==> config.mk <==
export PLATFORM = sky130hd
export DESIGN_NAME = srs_front_flat
export DESIGN_NICKNAME = d
export VERILOG_FILES = /design/src/rtl/selective_repeat_sender_aimd_defines.svh /design/src/rtl/srs_pkg.sv /design/src/rtl/srs_in_if.sv /design/src/rtl/srs_front.sv /design/src/flat_wrapper.sv
export SDC_FILE = /design/constraint.sdc
export NUM_CORES = 1
export LEC_CHECK = 0
export ABC_AREA = 1
export BUFFER_PORTS_ARGS = -buffer_cell sky130_fd_sc_hd__buf_2
export CAP_MARGIN = 25
export CORE_ASPECT_RATIO = 1.1
export CORE_UTILIZATION = 55
export CTS_CLUSTER_SIZE = 12
export DETAILED_ROUTE_END_ITERATION = 6
export GPL_TIMING_DRIVEN = 0
export PLACE_DENSITY_LB_ADDON = 0.05
export RECOVER_POWER = 100
export SLEW_MARGIN = 20
export SYNTH_ARGS = -nofsm -noshare
export SYNTH_HDL_FRONTEND = slang
export SYNTH_SLANG_ARGS = --single-unit
==> constraint.sdc <==
create_clock -name clk_i -period 9.3 [get_ports clk_i]
set_input_delay 1.86 -clock clk_i [delete_from_list [all_inputs] [get_ports clk_i]]
set_output_delay 1.86 -clock clk_i [all_outputs]
set_load 0.01 [all_outputs]
==> src/rtl/selective_repeat_sender_aimd_defines.svh <==
// Assertion macros for the selective repeat sender.
// Uses clk_i and rst_ni of the module that includes this header.
`ifndef SELECTIVE_REPEAT_SENDER_AIMD_DEFINES_SVH
`define SELECTIVE_REPEAT_SENDER_AIMD_DEFINES_SVH

// same-cycle implication
`define SRS_ASSERT_IMP(lbl, ante, cons, msg) \
  lbl: assert property (@(posedge clk_i) disable iff (!rst_ni) (ante) |-> (cons)) \
    else $error(msg);

// next-cycle implication
`define SRS_ASSERT_NXT(lbl, ante, cons, msg) \
  lbl: assert property (@(posedge clk_i) disable iff (!rst_ni) (ante) |=> (cons)) \
    else $error(msg);

`endif

==> src/rtl/srs_pkg.sv <==
// Shared types and constants for the selective repeat sender.
// No dependencies.
package srs_pkg;

  localparam int unsigned SLOTS   = 32;
  localparam int unsigned IDX_W   = $clog2(SLOTS);
  localparam int unsigned SEQ_W   = 32;
  localparam int unsigned TIME_W  = 32;
  localparam int unsigned WIN_W   = 6;
  localparam int unsigned CNT_W   = 6;
  localparam int unsigned TO_W    = 16;
  localparam int unsigned KIND_W  = 2;
  localparam int unsigned CFG_W   = 32;
  localparam int unsigned CFG_A_W = 2;
  // input queue depth, power of two
  localparam int unsigned QDEPTH  = 2;
  localparam int unsigned QPTR_W  = $clog2(QDEPTH);
  localparam int unsigned QCNT_W  = $clog2(QDEPTH + 1);

  localparam logic [CFG_A_W-1:0] REG_TOTAL_CHUNKS   = 2'd0;
  localparam logic [CFG_A_W-1:0] REG_INITIAL_WINDOW = 2'd1;
  localparam logic [CFG_A_W-1:0] REG_MAX_WINDOW     = 2'd2;
  localparam logic [CFG_A_W-1:0] REG_TIMEOUT_TICKS  = 2'd3;

  localparam logic [KIND_W-1:0] KIND_NEW    = 2'd0;
  localparam logic [KIND_W-1:0] KIND_RETX   = 2'd1;
  localparam logic [KIND_W-1:0] KIND_STATUS = 2'd2;

  typedef struct packed {
    logic              ack_valid;
    logic [SEQ_W-1:0]  ack_seq;
    logic [TIME_W-1:0] now_time;
  } item_t;

  typedef struct packed {
    logic [KIND_W-1:0] kind;
    logic [SEQ_W-1:0]  seq_number;
    logic [WIN_W-1:0]  window_now;
    logic [CNT_W-1:0]  outstanding;
    logic [CNT_W-1:0]  timed_out_count;
    logic              done_res;
    logic              last;
  } out_item_t;

  typedef struct packed {
    logic [SEQ_W-1:0] total_chunks;
    logic [WIN_W-1:0] max_window;
    logic [TO_W-1:0]  timeout_ticks;
  } cfg_t;

  typedef struct packed {
    logic             load;
    logic [WIN_W-1:0] value;
  } win_load_t;

  typedef struct packed {
    logic empty;
  } fe_stat_t;

  function automatic logic [CNT_W-1:0] popcount(input logic [SLOTS-1:0] v);
    logic [CNT_W-1:0] n;
    n = '0;
    for (int i = 0; i < SLOTS; i++) begin
      n = n + CNT_W'(v[i]);
    end
    return n;
  endfunction

endpackage

==> src/rtl/srs_in_if.sv <==
// Input channel of the selective repeat sender: one round per beat.
// Depends on srs_pkg.
interface srs_in_if;
  logic                       valid;
  logic                       ready;
  logic                       ack_valid;
  logic [srs_pkg::SEQ_W-1:0]  ack_seq;
  logic [srs_pkg::TIME_W-1:0] now_time;

  modport source (output valid, ack_valid, ack_seq, now_time, input ready);
  modport sink   (input valid, ack_valid, ack_seq, now_time, output ready);
endinterface

==> src/rtl/srs_front.sv <==
// Front end: accepts round beats into a short queue for the back end.
// Depends on srs_pkg and srs_in_if.
module srs_front (
  input  logic                clk_i,
  input  logic                rst_ni,
  srs_in_if.sink              in_i,
  input  logic                pop_i,
  output srs_pkg::item_t      head_o,
  output srs_pkg::fe_stat_t   stat_o
);

  srs_pkg::item_t                mem_q [srs_pkg::QDEPTH];
  logic [srs_pkg::QPTR_W-1:0]    wr_ptr_q, rd_ptr_q;
  logic [srs_pkg::QCNT_W-1:0]    count_q;
  logic                          push, pop;

  assign in_i.ready   = (count_q != srs_pkg::QCNT_W'(srs_pkg::QDEPTH));
  assign push         = in_i.valid && in_i.ready;
  assign pop          = pop_i && (count_q != '0);
  assign head_o       = mem_q[rd_ptr_q];
  assign stat_o.empty = (count_q == '0);

  always_ff @(posedge clk_i) begin
    if (push) begin
      mem_q[wr_ptr_q] <= '{ack_valid: in_i.ack_valid, ack_seq: in_i.ack_seq,
                           now_time: in_i.now_time};
    end
  end

  always_ff @(posedge clk_i or negedge rst_ni) begin
    if (!rst_ni) begin
      wr_ptr_q <= '0;
      rd_ptr_q <= '0;
      count_q  <= '0;
    end else begin
      if (push) wr_ptr_q <= wr_ptr_q + 1'b1;
      if (pop)  rd_ptr_q <= rd_ptr_q + 1'b1;
      case ({push, pop})
        2'b10:   count_q <= count_q + 1'b1;
        2'b01:   count_q <= count_q - 1'b1;
        default: count_q <= count_q;
      endcase
    end
  end

endmodule

==> src/flat_wrapper.sv <==
// flat-port wrapper written by rule: the top's interface ports become plain ports
module srs_front_flat 
  (clk_i, rst_ni, pop_i, head_o, stat_o, in_i_valid, in_i_ack_valid, in_i_ack_seq, in_i_now_time, in_i_ready);
  srs_in_if in_i_i ();
  input  logic clk_i;
  input  logic rst_ni;
  input  logic pop_i;
  output srs_pkg::item_t head_o;
  output srs_pkg::fe_stat_t stat_o;
  input wire logic [$bits(in_i_i.valid)-1:0] in_i_valid;
  input wire logic [$bits(in_i_i.ack_valid)-1:0] in_i_ack_valid;
  input wire logic [$bits(in_i_i.ack_seq)-1:0] in_i_ack_seq;
  input wire logic [$bits(in_i_i.now_time)-1:0] in_i_now_time;
  output wire logic [$bits(in_i_i.ready)-1:0] in_i_ready;
  assign in_i_i.valid = in_i_valid;
  assign in_i_i.ack_valid = in_i_ack_valid;
  assign in_i_i.ack_seq = in_i_ack_seq;
  assign in_i_i.now_time = in_i_now_time;
  assign in_i_ready = in_i_i.ready;
  srs_front u_core (.clk_i(clk_i), .rst_ni(rst_ni), .in_i(in_i_i), .pop_i(pop_i), .head_o(head_o), .stat_o(stat_o));
endmodule
==> qor_table.md <==
| Group | Result | Value |
| --- | --- | --- |
| route | Number of optimization iterations in the first detailed-route pass | 4 |
| pwr | Sw Pwr | 0.000696 W |
| route | DR iter-0 viols | 179 |
| critical path | Maximum net fanout on the critical path | 19 |
| pwr | Post-route total power | 0.00211 W |
| clock network | TritonCTS clock tree | built |
| global routing | Remaining global-route overflow | 0 |
| pwr | Leak | 2.58 nW |
| synth | Syn Inst Count | 370 |
| critical path | Kind of critical path | in2reg |
| synth | Xor-xnor portion of the synthesized cell area | 0.177% |
| clock network | Cells resized by post-CTS repair | 0 |
| timing | Clock Skews | 0.00791 ns |
| route | Number of DRC violations after detailed routing | 0 |
| timing | Max Clock Freq | 217 MHz |
| finish | Final std cell area, no fill | 0.00626 sq mm |
| synth | Seq/Total Area, Yosys | 81.1% |
| synth | Main combinational cell family by area after synthesis | simple AND/OR/NAND/NOR gates |
| placement | Number of instances in the placed design | 622 |
| timing | Final TNS setup | 0 ns |
| clock network | CTS Hold Buffers Added | 0 |
| route | Number of antenna-violating nets in the routed design | 0 |
| synth | Fraction of the mapped netlist area in compound gates | 0.101% |
| clock network | Number of setup buffers added after CTS | 0 |
| synth | Leading area contributor after synthesis | sky130_fd_sc_hd__edfxtp_1 |
| synth | Post-Synth Simple-Gate Area | 16.1% |
| route | WL per Instance | 13.9 um |
| timing | Time the worst path needs with I/O delays and setup | 4.61 ns |
| pwr | Clock power share | 31.2% |
| die | Standard-cell rows | 35 |
| clock network | # clock sinks | 134 |
| synth | Share of cell area taken by muxes after synthesis | 0% |
| clock network | Number of CTS-inserted buffers | 17 |
| flow run | MaxCap Viol Count | 0 |
| pwr | Sequential group share of total power | 40.8% |
| synth | Per-instance average area after synthesis | 13.4 sq um |
| synth | Combined area of all synthesized cells | 0.00494 sq mm |
| clock network | Clock transition at the register clock pins on the worst setup and hold paths after CTS | 0.06 ns |
| pwr | Ratio of total power to cell area | 337 mW/mm^2 |
| finish | Seq. cell area | 0.00400 sq mm |
| die | Die Area | 0.00936 sq mm |
| die | Initial Util | 57.8% |
| global routing | Pin count of the biggest net entering global routing | 20 |
| placement | Post-Place Cell Area | 0.00593 sq mm |
| synth | Leading register cell type out of synthesis | sky130_fd_sc_hd__edfxtp_1 |
| finish | Area growth from synthesis to layout | 26.8% |
| synth | Ranking of synthesized cells by area | sky130_fd_sc_hd__edfxtp_1 79%, sky130_fd_sc_hd__nand2_1 16%, sky130_fd_sc_hd__dfrtp_1 2.0% |
| timing | Slew @ Worst Pin | 1.42 ns |
| synth | Number of warning messages in the yosys log | 0 |
| timing | Relative slew slack | 4.91% |
| timing | Final count of negative-setup-slack endpoints | 0 |
| pwr | Internal power summed over all cells | 0.00141 W |
| route | Via density per instance | 4.84 |
| timing | Count of final hold-check violations | 0 |
| placement | Routability congestion estimate from global placement | 0.723 |
| critical path | Startpoint class of the critical path | input pin |
| finish | Ant diodes | 0 |
| critical path | CP endpoint kind | flop |
| synth | Ys async rst share | 2.99% |
| finish | Number of cells in the finished layout apart from fillers | 654 |
| worst hold path | Hold Path Class | reg2reg |
| timing | Total count of max-transition violations in the final report | 0 |
| finish | Total of fill cells in the finished design | 631 |
| clock network | Latest clock arrival within the worst-skew pair | 0.50 ns |
| run status | Outcome | completed |
| global routing | GRT Total Usage | 20.5% |
| synth | Register bit count reported by yosys | 134 |
| timing | Fin Hold WS | 0.516 ns |
| route | Total number of vias | 3167 |
| global routing | Global-route wire length before repair | 14.0 mm |
| die | Die width | 92.4 um |
| timing | Fin crit share | 49.6% |
| pwr | Peak supply drop | 0.173 mV |
| clock network | Root buffer selected by CTS | sky130_fd_sc_hd__clkbuf_8 |
| synth | Adder-cell share of the synthesized area | 0.253% |
| clock network | Number of levels in the clock H-tree | 4 |
| die | Io pins | 136 |
| die | Core area | 0.00854 sq mm |
| synth | Post-synth cell types | 13 |
| critical path | WP data required | 9.41 ns |
| synth | Yosys top cell area share | 79.0% |
| global routing | Via count of the first global-routing pass | 3069 |
| finish | Area occupied by multi-input gates | 823 sq um |
| pwr | Share of total power consumed by net switching | 33.0% |
| timing | Setup repair after global routing missed its margin | no |
| finish | Fraction of final layout cells with drive strength greater than 1 | 17.5% |
| synth | Most frequent cells after synthesis | 205 x sky130_fd_sc_hd__nand2_1, 130 x sky130_fd_sc_hd__edfxtp_1, 9 x sky130_fd_sc_hd__buf_2, 7 x sky130_fd_sc_hd__inv_1, 5 x sky130_fd_sc_hd__buf_4 |
| die | Die height | 101 um |
| finish | Final layout net count | 600 |
| synth | Post-synth EDFFs | 130 |
| route | Drt total wl | 9.06 mm |
| global routing | Antenna violations before repair | 0 |
| placement | Number of I/O port buffers | 135 |
| placement | Detailed placer's ending HPWL | 6.09 mm |
| critical path | WP data arrival | 4.72 ns |
| synth | Count leader, synth | sky130_fd_sc_hd__nand2_1 |
| clock network | Buffers from clock root to sink, at most | 2 |
| synth | Synthesized net count | 440 |
| pwr | Comb pwr share | 28.0% |
-- cells in the final DEF, fill, tap and decap left out --
cell type / count
sky130_fd_sc_hd__clkinv_2: 1
sky130_fd_sc_hd__clkinv_4: 5
sky130_fd_sc_hd__xnor2_1: 1
sky130_fd_sc_hd__inv_6: 3
sky130_fd_sc_hd__clkbuf_16: 16
sky130_fd_sc_hd__edfxtp_1: 130
sky130_fd_sc_hd__a21oi_1: 1
sky130_fd_sc_hd__buf_2: 61
sky130_fd_sc_hd__clkinvlp_4: 1
sky130_fd_sc_hd__bufinv_16: 3
sky130_fd_sc_hd__dfrtp_1: 4
sky130_fd_sc_hd__nand2_1: 205
sky130_fd_sc_hd__ha_1: 1
sky130_fd_sc_hd__buf_4: 4
sky130_fd_sc_hd__clkbuf_1: 92
sky130_fd_sc_hd__nand4_1: 1
sky130_fd_sc_hd__inv_1: 8
sky130_fd_sc_hd__clkbuf_8: 1
sky130_fd_sc_hd__nor2_1: 3
sky130_fd_sc_hd__nand3_1: 2
-- sequential cells by signal (all words and copies together) (netlist names) --
name	cells
u_core.wr_ptr_q	1
u_core.count_q	2
u_core.mem_q	130
u_core.rd_ptr_q	1
-- kinds of logic after synthesis --
kind of cell / Yosys count
AO/OA/AOI/OAI: 1
AND/OR/NAND/NOR: 211
buffers and inverters: 22
adder cells (fa/ha/maj): 1
flip-flops: 134
XOR/XNOR: 1
-- power groups by stage --
stage,Combinational [W],Sequential [W],Clock (W)
after floorplan,0.000378,0.000877,0
after global placement,0.000616,0.000889,0
after global routing,0.000666,0.000875,0.000690
after CTS,0.000694,0.000859,0.000667
final,0.000590,0.000861,0.000658
after detailed placement,0.000688,0.000870,0
-- worst paths after layout --
| check | to | slack [ns] | startpoint | cells after the start |
|---|---|---|---|---|
| max in group asynchronous | u_core.rd_ptr_q | 7.90 | rst_ni | 1 |
| min | u_core.count_q[1] | 0.52 | u_core.count_q[1] | 2 |
| max reg2reg | u_core.mem_q[0][53] | 5.53 | u_core.count_q[0] | 6 |
| max | u_core.mem_q[0][53] | 4.69 | in_i_valid | 5 |
| min in group asynchronous | u_core.count_q[1] | 1.19 | rst_ni | 1 |
| min reg2reg | u_core.count_q[1] | 0.52 | u_core.count_q[1] | 2 |
-- area by class of cell --
cell class | count | area share, %
buffer | 14 | 1.14
clock buffer | 19 | 6.73
clock inverter | 13 | 2.76
inverter | 8 | 0.479
multi-input combinational | 214 | 13.1
sequential | 134 | 63.9
tap | 111 | 2.22
timing repair buffer | 141 | 9.61
-- routing by layer --
metal	vias up	part of all wire, %	GRT usage, %
li1	1569	-	-
met1	1483	39	22.8
met2	107	54	36.4
met3	8	6.2	6.46
met4	0	1.4	9.25
met5	-	0	0
-- through the flow --
step                      worst slack, ns  utilization, %
after floorplan                      4.12               -
after global placement               2.53            67.4
after CTS                            5.65            76.5
after detailed placement             5.92            69.5
final                                4.69            73.3
after global routing                 4.42            73.3
-- worst max-delay path, cell delays in order --
cell and delay [ns]:
sky130_fd_sc_hd__buf_2 0.08, sky130_fd_sc_hd__nand2_1 0.08, sky130_fd_sc_hd__nor2_1 1.05, sky130_fd_sc_hd__clkbuf_1 0.76, sky130_fd_sc_hd__clkbuf_1 0.86
No activity file was read; power rests on OpenSTA's default activity.
